===== config.mk =====
export PLATFORM = sky130hd
export DESIGN_NAME = centered_window_average
export DESIGN_NICKNAME = d
export VERILOG_FILES = /design/src/design/cwa_pkg.sv /design/src/design/cwa_front.sv /design/src/design/cwa_queue.sv /design/src/design/cwa_back.sv /design/src/design/centered_window_average.sv
export SDC_FILE = /design/constraint.sdc
export NUM_CORES = 2
export LEC_CHECK = 0
export ABC_AREA = 0
export BUFFER_PORTS_ARGS = -buffer_cell sky130_fd_sc_hd__clkbuf_2
export CAP_MARGIN = 10
export CORE_MARGIN = 2
export CORE_UTILIZATION = 55
export CTS_CLUSTER_SIZE = 25
export DETAILED_ROUTE_END_ITERATION = 7
export PLACE_DENSITY = 0.83
export SETUP_SLACK_MARGIN = 0.02
export SYNTH_ARGS = -nofsm -noshare
export SYNTH_HDL_FRONTEND = slang
export SYNTH_SLANG_ARGS = --single-unit

===== constraint.sdc =====
create_clock -name clk_i -period 5.2 [get_ports clk_i]
set_input_delay 0.26 -clock clk_i [delete_from_list [all_inputs] [get_ports clk_i]]
set_output_delay 0.26 -clock clk_i [all_outputs]
set_load 0.1 [all_outputs]

===== src/design/cwa_pkg.sv =====
`default_nettype none
package cwa_pkg;

  localparam int unsigned SAMPLE_BITS = 32;
  localparam int unsigned MAX_RADIUS  = 15;
  localparam int unsigned RAD_BITS    = 4;
  localparam int unsigned RING_DEPTH  = 2 * MAX_RADIUS + 1;
  localparam int unsigned WIN_BITS    = $clog2(RING_DEPTH + 1);
  localparam int unsigned SLOT_BITS   = $clog2(RING_DEPTH);
  localparam int unsigned SUM_BITS    = SAMPLE_BITS + $clog2(RING_DEPTH);
  localparam int unsigned REM_BITS    = WIN_BITS + 1;
  localparam int unsigned STEP_BITS   = $clog2(SUM_BITS + 1);
  localparam int unsigned QUEUE_DEPTH = 2;
  localparam int unsigned QPTR_BITS   = 1;

  typedef logic signed [SAMPLE_BITS-1:0] sample_t;
  typedef logic signed [SUM_BITS-1:0]    sum_t;

  typedef struct packed {
    sum_t                sum;
    logic                has_main;
    logic                full_win;
    logic [RAD_BITS-1:0] flush;
    logic                eos;
    logic [WIN_BITS-1:0] wsize;
  } cmd_t;

  typedef enum logic [1:0] {
    BK_IDLE,
    BK_DIV,
    BK_MAIN,
    BK_FLUSH
  } bk_state_e;

endpackage
`default_nettype wire


===== src/design/cwa_front.sv =====
`default_nettype none
module cwa_front (
  input  logic                         clk_i,
  input  logic                         rst_ni,
  input  logic                         cfg_valid_i,
  input  logic [cwa_pkg::RAD_BITS-1:0] cfg_radius_i,
  input  logic                         take_i,
  input  cwa_pkg::sample_t             sample_i,
  input  logic                         end_of_stream_i,
  output logic                         cmd_push_o,
  output cwa_pkg::cmd_t                cmd_o
);
  import cwa_pkg::*;

  logic [RAD_BITS-1:0]  radius_q;
  sum_t                 sum_q, sum_d;
  logic [WIN_BITS-1:0]  seen_q, seen_d;
  logic [SLOT_BITS-1:0] slot_q, slot_d;
  sample_t              ring_q [RING_DEPTH];

  logic [WIN_BITS-1:0]  wsize;
  logic [SLOT_BITS-1:0] slot;
  logic [WIN_BITS-1:0]  seen_new;
  sum_t                 old_val;
  sum_t                 sum_new;
  logic                 has_main;

  assign wsize    = {radius_q, 1'b1};
  assign slot     = ({1'b0, slot_q} < wsize) ? slot_q : '0;
  assign seen_new = (seen_q < wsize) ? seen_q + 1'b1 : seen_q;
  assign old_val  = (seen_q >= wsize) ? sum_t'(ring_q[slot]) : '0;
  assign sum_new  = sum_q - old_val + sum_t'(sample_i);
  assign has_main = seen_new > WIN_BITS'(radius_q);

  always_comb begin
    sum_d  = sum_q;
    seen_d = seen_q;
    slot_d = slot_q;
    if (cfg_valid_i || (take_i && end_of_stream_i)) begin
      sum_d  = '0;
      seen_d = '0;
      slot_d = '0;
    end else if (take_i) begin
      sum_d  = sum_new;
      seen_d = seen_new;
      slot_d = ({1'b0, slot} + 1'b1 >= wsize) ? '0 : slot + 1'b1;
    end
  end

  always_comb begin
    cmd_o.sum      = sum_new;
    cmd_o.has_main = has_main;
    cmd_o.full_win = seen_new >= wsize;
    cmd_o.eos      = end_of_stream_i;
    cmd_o.wsize    = wsize;
    if (!end_of_stream_i) begin
      cmd_o.flush = '0;
    end else if (has_main) begin
      cmd_o.flush = radius_q;
    end else begin
      cmd_o.flush = seen_new[RAD_BITS-1:0];
    end
  end

  assign cmd_push_o = take_i && (has_main || end_of_stream_i);

  always_ff @(posedge clk_i or negedge rst_ni) begin
    if (!rst_ni) begin
      radius_q <= '0;
      sum_q    <= '0;
      seen_q   <= '0;
      slot_q   <= '0;
    end else begin
      if (cfg_valid_i) begin
        radius_q <= cfg_radius_i;
      end
      sum_q  <= sum_d;
      seen_q <= seen_d;
      slot_q <= slot_d;
    end
  end

  always_ff @(posedge clk_i) begin
    if (take_i) begin
      ring_q[slot] <= sample_i;
    end
  end

endmodule
`default_nettype wire


===== src/design/cwa_queue.sv =====
`default_nettype none
module cwa_queue (
  input  logic          clk_i,
  input  logic          rst_ni,
  input  logic          push_i,
  input  cwa_pkg::cmd_t data_i,
  output logic          full_o,
  input  logic          pop_i,
  output logic          empty_o,
  output cwa_pkg::cmd_t data_o
);
  import cwa_pkg::*;

  cmd_t                 mem_q [QUEUE_DEPTH];
  logic [QPTR_BITS-1:0] wr_q, rd_q;
  logic [QPTR_BITS:0]   cnt_q;
  logic                 do_push, do_pop;

  assign full_o  = cnt_q == (QPTR_BITS+1)'(QUEUE_DEPTH);
  assign empty_o = cnt_q == '0;
  assign data_o  = mem_q[rd_q];
  assign do_push = push_i && !full_o;
  assign do_pop  = pop_i && !empty_o;

  always_ff @(posedge clk_i or negedge rst_ni) begin
    if (!rst_ni) begin
      wr_q  <= '0;
      rd_q  <= '0;
      cnt_q <= '0;
    end else begin
      if (do_push) begin
        wr_q <= wr_q + 1'b1;
      end
      if (do_pop) begin
        rd_q <= rd_q + 1'b1;
      end
      if (do_push && !do_pop) begin
        cnt_q <= cnt_q + 1'b1;
      end else if (do_pop && !do_push) begin
        cnt_q <= cnt_q - 1'b1;
      end
    end
  end

  always_ff @(posedge clk_i) begin
    if (do_push) begin
      mem_q[wr_q] <= data_i;
    end
  end

endmodule
`default_nettype wire


===== src/design/cwa_back.sv =====
`default_nettype none
module cwa_back (
  input  logic             clk_i,
  input  logic             rst_ni,
  input  logic             q_empty_i,
  input  cwa_pkg::cmd_t    cmd_i,
  output logic             q_pop_o,
  input  logic             pop,
  output logic             empty,
  output cwa_pkg::sample_t average_o,
  output logic             has_window_o,
  output logic             last_result_o
);
  import cwa_pkg::*;

  bk_state_e            state_q, state_d;
  cmd_t                 cmd_q, cmd_d;
  logic [SUM_BITS-1:0]  mag_q, mag_d;
  logic [REM_BITS-1:0]  rem_q, rem_d;
  logic [STEP_BITS-1:0] step_q, step_d;
  logic                 neg_q, neg_d;
  logic                 ov_q, ov_d;
  sample_t              avg_q, avg_d;
  logic                 hw_q, hw_d;
  logic                 last_q, last_d;

  logic                 slot_free;
  logic [REM_BITS-1:0]  trial;
  logic                 fit;
  logic [SUM_BITS-1:0]  quot;

  assign slot_free = !ov_q || pop;
  assign trial     = {rem_q[REM_BITS-2:0], mag_q[SUM_BITS-1]};
  assign fit       = trial >= REM_BITS'(cmd_q.wsize);
  assign quot      = neg_q ? -mag_q : mag_q;

  always_comb begin
    state_d = state_q;
    case (state_q)
      BK_IDLE: begin
        if (!q_empty_i) begin
          if (cmd_i.has_main && cmd_i.full_win) begin
            state_d = BK_DIV;
          end else if (cmd_i.has_main) begin
            state_d = BK_MAIN;
          end else begin
            state_d = BK_FLUSH;
          end
        end
      end
      BK_DIV: begin
        if (step_q == STEP_BITS'(SUM_BITS - 1)) begin
          state_d = BK_MAIN;
        end
      end
      BK_MAIN: begin
        if (slot_free) begin
          state_d = (cmd_q.flush != '0) ? BK_FLUSH : BK_IDLE;
        end
      end
      BK_FLUSH: begin
        if (slot_free && cmd_q.flush == RAD_BITS'(1)) begin
          state_d = BK_IDLE;
        end
      end
      default: state_d = BK_IDLE;
    endcase
  end

  always_comb begin
    cmd_d   = cmd_q;
    mag_d   = mag_q;
    rem_d   = rem_q;
    step_d  = step_q;
    neg_d   = neg_q;
    ov_d    = ov_q && !pop;
    avg_d   = avg_q;
    hw_d    = hw_q;
    last_d  = last_q;
    q_pop_o = 1'b0;
    case (state_q)
      BK_IDLE: begin
        if (!q_empty_i) begin
          q_pop_o = 1'b1;
          cmd_d   = cmd_i;
          neg_d   = cmd_i.sum[SUM_BITS-1];
          mag_d   = cmd_i.sum[SUM_BITS-1] ? -cmd_i.sum : cmd_i.sum;
          rem_d   = '0;
          step_d  = '0;
        end
      end
      BK_DIV: begin
        rem_d  = fit ? trial - REM_BITS'(cmd_q.wsize) : trial;
        mag_d  = {mag_q[SUM_BITS-2:0], fit};
        step_d = step_q + 1'b1;
      end
      BK_MAIN: begin
        if (slot_free) begin
          ov_d   = 1'b1;
          avg_d  = cmd_q.full_win ? quot[SAMPLE_BITS-1:0] : '0;
          hw_d   = cmd_q.full_win;
          last_d = cmd_q.eos && cmd_q.flush == '0;
        end
      end
      BK_FLUSH: begin
        if (slot_free) begin
          ov_d        = 1'b1;
          avg_d       = '0;
          hw_d        = 1'b0;
          last_d      = cmd_q.eos && cmd_q.flush == RAD_BITS'(1);
          cmd_d.flush = cmd_q.flush - 1'b1;
        end
      end
      default: ;
    endcase
  end

  always_ff @(posedge clk_i or negedge rst_ni) begin
    if (!rst_ni) begin
      state_q <= BK_IDLE;
      ov_q    <= 1'b0;
      step_q  <= '0;
    end else begin
      state_q <= state_d;
      ov_q    <= ov_d;
      step_q  <= step_d;
    end
  end

  always_ff @(posedge clk_i) begin
    cmd_q  <= cmd_d;
    mag_q  <= mag_d;
    rem_q  <= rem_d;
    neg_q  <= neg_d;
    avg_q  <= avg_d;
    hw_q   <= hw_d;
    last_q <= last_d;
  end

  assign empty         = !ov_q;
  assign average_o     = avg_q;
  assign has_window_o  = hw_q;
  assign last_result_o = last_q;

endmodule
`default_nettype wire


===== src/design/centered_window_average.sv =====
// Centered moving average over a stream of signed samples with a radius k set through the
// configuration channel (window 2k+1, k up to 15); writing the radius restarts the stream.
// Each accepted sample is taken by the front part, which updates the sample ring and
// running sum and, when a result is due or the stream ends, queues a command in a
// two-entry queue. The back part loads a command, then turns it into results: an average
// whose window is full goes through a shared restoring divider, one quotient bit a cycle
// (load, divider steps, output); any other result skips the divider, and the final
// sample adds one result per flushed position. Input stalls only while the queue is full.
// Results leave through a one-word output register, read like a queue.
`default_nettype none
module centered_window_average (
  input  logic                         clk_i,
  input  logic                         rst_ni,
  input  logic                         cfg_valid,
  output logic                         cfg_ready,
  input  logic [cwa_pkg::RAD_BITS-1:0] radius_i,
  input  logic                         push,
  output logic                         full,
  input  cwa_pkg::sample_t             sample_i,
  input  logic                         end_of_stream_i,
  output logic                         empty,
  input  logic                         pop,
  output cwa_pkg::sample_t             average_o,
  output logic                         has_window_o,
  output logic                         last_result_o
);
  import cwa_pkg::*;

  logic cfg_take;
  logic take;
  logic cmd_push;
  cmd_t cmd_in;
  cmd_t cmd_out;
  logic q_full;
  logic q_empty;
  logic q_pop;

  assign cfg_ready = 1'b1;
  assign cfg_take  = cfg_valid && cfg_ready;
  assign full      = q_full;
  assign take      = push && !q_full;

  cwa_front u_front (
    .clk_i,
    .rst_ni,
    .cfg_valid_i     (cfg_take),
    .cfg_radius_i    (radius_i),
    .take_i          (take),
    .sample_i,
    .end_of_stream_i,
    .cmd_push_o      (cmd_push),
    .cmd_o           (cmd_in)
  );

  cwa_queue u_queue (
    .clk_i,
    .rst_ni,
    .push_i  (cmd_push),
    .data_i  (cmd_in),
    .full_o  (q_full),
    .pop_i   (q_pop),
    .empty_o (q_empty),
    .data_o  (cmd_out)
  );

  cwa_back u_back (
    .clk_i,
    .rst_ni,
    .q_empty_i     (q_empty),
    .cmd_i         (cmd_out),
    .q_pop_o       (q_pop),
    .pop,
    .empty,
    .average_o,
    .has_window_o,
    .last_result_o
  );

endmodule
`default_nettype wire

==> run_results.csv <==
group,metric,value,unit
synth,ys_ff_latch,1239,
timing,tightest_slew,1.35,ns
synth,synth_area_per_cell,13.8,sq um
floorplanning,die_y,314,um
global_route,grt_usage,29.8,%
detailed_routing,dr.pass1.iters,8,
timing,fin_skew,0.0892,ns
setup_path,required,5.82,ns
cts,clock-sinks,1239,
setup_path,path_class,"reg2reg",
finish,final_common_cell,"edfxtp_1",
cts,root_buffer,"clkbuf_16",
finish,final_cell_mix,"edfxtp_1 (1175), nand2_1 (477), buf_4 (371), mux2i_1 (198), nand3_1 (169)",
placement,numPortBuffers,77,
run,drv_cap,0,
status,status,"finished with violations",
cts,cts-buffers-inserted,118,
synth,synthTopCellsByArea,"edfxtp_1 (67%), mux2i_1 (3.8%), nand2_1 (3.4%), dfrtp_1 (3.0%), ha_1 (1.7%)",
global_route,grt_antenna_before_repair,3,
global_route,grt_overflow,0,
synth,synthesis.nets,3980,
floorplanning,initial_core_util,55.6,%
timing,report.final.slew_viol_count,0,
pwr,leakagePower,22.8,nW
cts,cts_buffer_depth,3,
detailed_routing,vias,37100,
synth,synth_top_cell_by_area,"edfxtp_1",
pwr,peakVddDrop,0.380,mV
placement,place_hpwl,87500,um
synth,synth_edf_count,1175,
detailed_routing,ant_nets,0,
detailed_routing,vias_per_cell,6.54,
cts,tritoncts,"yes",
synth,synth_cell_types,83,
finish,synthToLayoutAreaGrowth,22.6,%
floorplanning,placementRows,113,
synth,netlist.area_leader.share,66.7,%
setup_path,cp-start-kind,"register",
floorplanning,die_w,314,um
finish,final_nets,4456,
cts,htree_levels,3,
setup_path,cp.arrival,6.69,ns
global_route,grt_max_degree,117,
placement,gp_congestion,0.925,
pwr,powerDensity,456,nW/um^2
finish,drive_above_1_share,25.0,%
detailed_routing,routed_wl,159000,um
finish,final_util,68.2,%
timing,setup_ws,-0.871,ns
synth,synth_warnings,0,
timing,fin_hold_ws,0.0373,ns
global_route,grt_first_pass_wirelength,219000,um
timing,hold_viol_final,0,
timing,fin_crit_sh,117,%
worst_hold_path,hold_path.class,"in2reg",
timing,max_freq,165,MHz
setup_path,cp-end-kind,"register",
floorplanning,die-area,98700,sq um
detailed_routing,drc,44,
detailed_routing,initialDrtViolationCount,5881,
synth,synthFlopType,"edfxtp_1",
timing,rsz0062_at_grt,"true",
detailed_routing,routedWlPerCell,28.0,um
floorplanning,pin_count,79,
synth,synth_seq_area_share,69.7,%
timing,post-route-min-period,6.07,ns
timing,setup_violations,88,
cts,cts.reportedPaths.clkPinSlew,0.07,ns
synth,synth_cells,3827,
global_route,grt_pass1_vias,35800,
status,violations,"DRC, setup timing",
floorplanning,core-area,95200,sq um
synth,syn_area,52900,sq um
setup_path,critPathMaxFanout,15,
cts,clkLatencyLatePin,0.76,ns
timing,relSlewSlack,10.0,%
synth,async_reset_ff_share,5.17,%
## registers in the layout, indices dropped and copies added, names as in the netlist, 2 cells and up
register	flops
u_back.rem_q	5
u_back.state_q	2
u_front.radius_q	4
u_back.cmd_q	10
u_front.sum_q	37
u_front.seen_q	5
u_back.average_o	32
u_queue.mem_q	96
u_queue.cnt_q	2
u_front.ring_q	992
u_back.step_q	6
u_front.slot_q	5
u_back.mag_q	37
## critical path, cell delays in order (launching register included)
cell	delay [ns]
dfrtp_1	0.37
buf_4	0.23
nor2b_1	0.94
nand2_1	0.41
nor2_2	0.26
buf_12	0.24
nand3_1	0.09
nand4_1	0.23
nor3_2	0.07
buf_4	0.17
fa_1	0.50
inv_1	0.08
ha_4	0.29
o211ai_1	0.16
a21oi_4	0.17
o2111ai_2	0.14
o211ai_1	0.41
a21oi_2	0.16
o31ai_4	0.36
a41oi_2	0.21
xnor2_2	0.19
a22o_1	0.23
## power breakdown
| group | switching, mW | internal (mW) | total, mW | leakage (nW) |
|---|---|---|---|---|
| clock network | 3.96 | 5.57 | 9.53 | 2.07 |
| logic | 4.74 | 2.79 | 7.52 | 9.24 |
| registers | 0.498 | 12.1 | 12.6 | 11.5 |
| total | 9.20 | 20.4 | 29.6 | 22.8 |
## path summary, 6_finish.rpt
| path | start | to | slack (ns) | cells after the start |
|---|---|---|---|---|
| worst max-delay path | u_front.slot_q[2] | u_front.sum_q[30] | -0.87 | 21 |
| worst min-delay path | cfg_valid | u_front.radius_q[3] | 0.04 | 2 |
| worst max register to register | u_front.slot_q[2] | u_front.sum_q[30] | -0.87 | 21 |
| worst min register to register | u_front.sum_q[19] | u_front.sum_q[19] | 0.51 | 1 |
| max in group asynchronous | rst_ni | u_front.seen_q[2] | 3.98 | 3 |
| min in group asynchronous | rst_ni | u_front.sum_q[3] | 0.26 | 2 |
## metrics by stage
stage	instances	instance area (sq um)	TNS (ns)	total power [mW]	setup WS, ns
floorplan	3827	53000	0	17.0	0.0287
global placement	5383	58000	-26.45	19.0	-0.601
detailed placement	5383	58000	-36.91	19.2	-0.805
CTS	5652	63800	-6.97	28.9	-0.231
global route	5671	64900	-42.94	30.6	-0.878
finish	5672	64900	-39.25	29.6	-0.871
## cells in the mapped netlist (5+ instances only)
cell and instances:
a211o_1 5, a211oi_1 46, a21o_1 26, a21oi_1 111, a221oi_1 51, a22o_1 42
a22oi_1 13, a31o_2 12, a31oi_1 30, a41oi_1 6, and2_1 6, buf_1 14
buf_2 29, clkbuf_1 147, dfrtp_1 64, edfxtp_1 1175, fa_1 37, ha_1 74
inv_1 175, mux2_2 45, mux2i_1 200, nand2_1 484, nand2b_1 17, nand3_1 178
nand4_1 44, nor2_1 169, nor2_2 5, nor2b_1 62, nor3_1 50, nor3b_1 13
nor4_1 18, o2111ai_1 21, o211ai_1 19, o21a_1 5, o21ai_0 154, o21ai_1 6
o21bai_1 6, o22ai_1 48, o31ai_1 22, o41ai_1 7, or2_2 6, or4_1 5
xnor2_1 55, xor2_1 62
## cell families (layout without fill, tap and decap cells)
logic type | after synthesis | after routing | share of synthesized area (%)
AO/OA/AOI/OAI | 654 | 654 | 8.24
XOR/XNOR | 117 | 117 | 1.94
adder cells (fa/ha/maj) | 111 | 111 | 3.15
buffers and inverters | 371 | 950 | 2.74
flip-flops | 1239 | 1239 | 69.7
multiplexers | 247 | 247 | 4.79
other | 1 | 2 | 0.00709
AND/OR/NAND/NOR | 1087 | 1087 | 9.43
## what timing repair did
item	in CTS	in global routing
setup buffers	32	21
resized for setup	214	171
hold buffers	12	0
pin swaps	83	60
gates cloned	4	2
endpoints found under the setup margin	86	82
hold endpoints to repair	54	0
## cell type report
type | count | area, sq um
fill | 5565 | 30300
inverter | 176 | 678
multi-input combinational | 2217 | 16700
clock buffer | 139 | 3090
tap | 1265 | 1580
timing repair buffer | 551 | 4800
clock inverter | 84 | 1200
antenna | 1 | 2.50
sequential | 1239 | 36900
## routing by layer
layer	share of wire, %	wire [um]	track usage, %	vias up
li1	-	-	-	15300
met1	33	52400	37.8	17700
met2	46	73300	47.4	3252
met3	14	22300	8.06	833
met4	6.9	11000	14.9	2
met5	0.0088	14	0	-
Note: power is estimated with default switching activity, not from simulation.
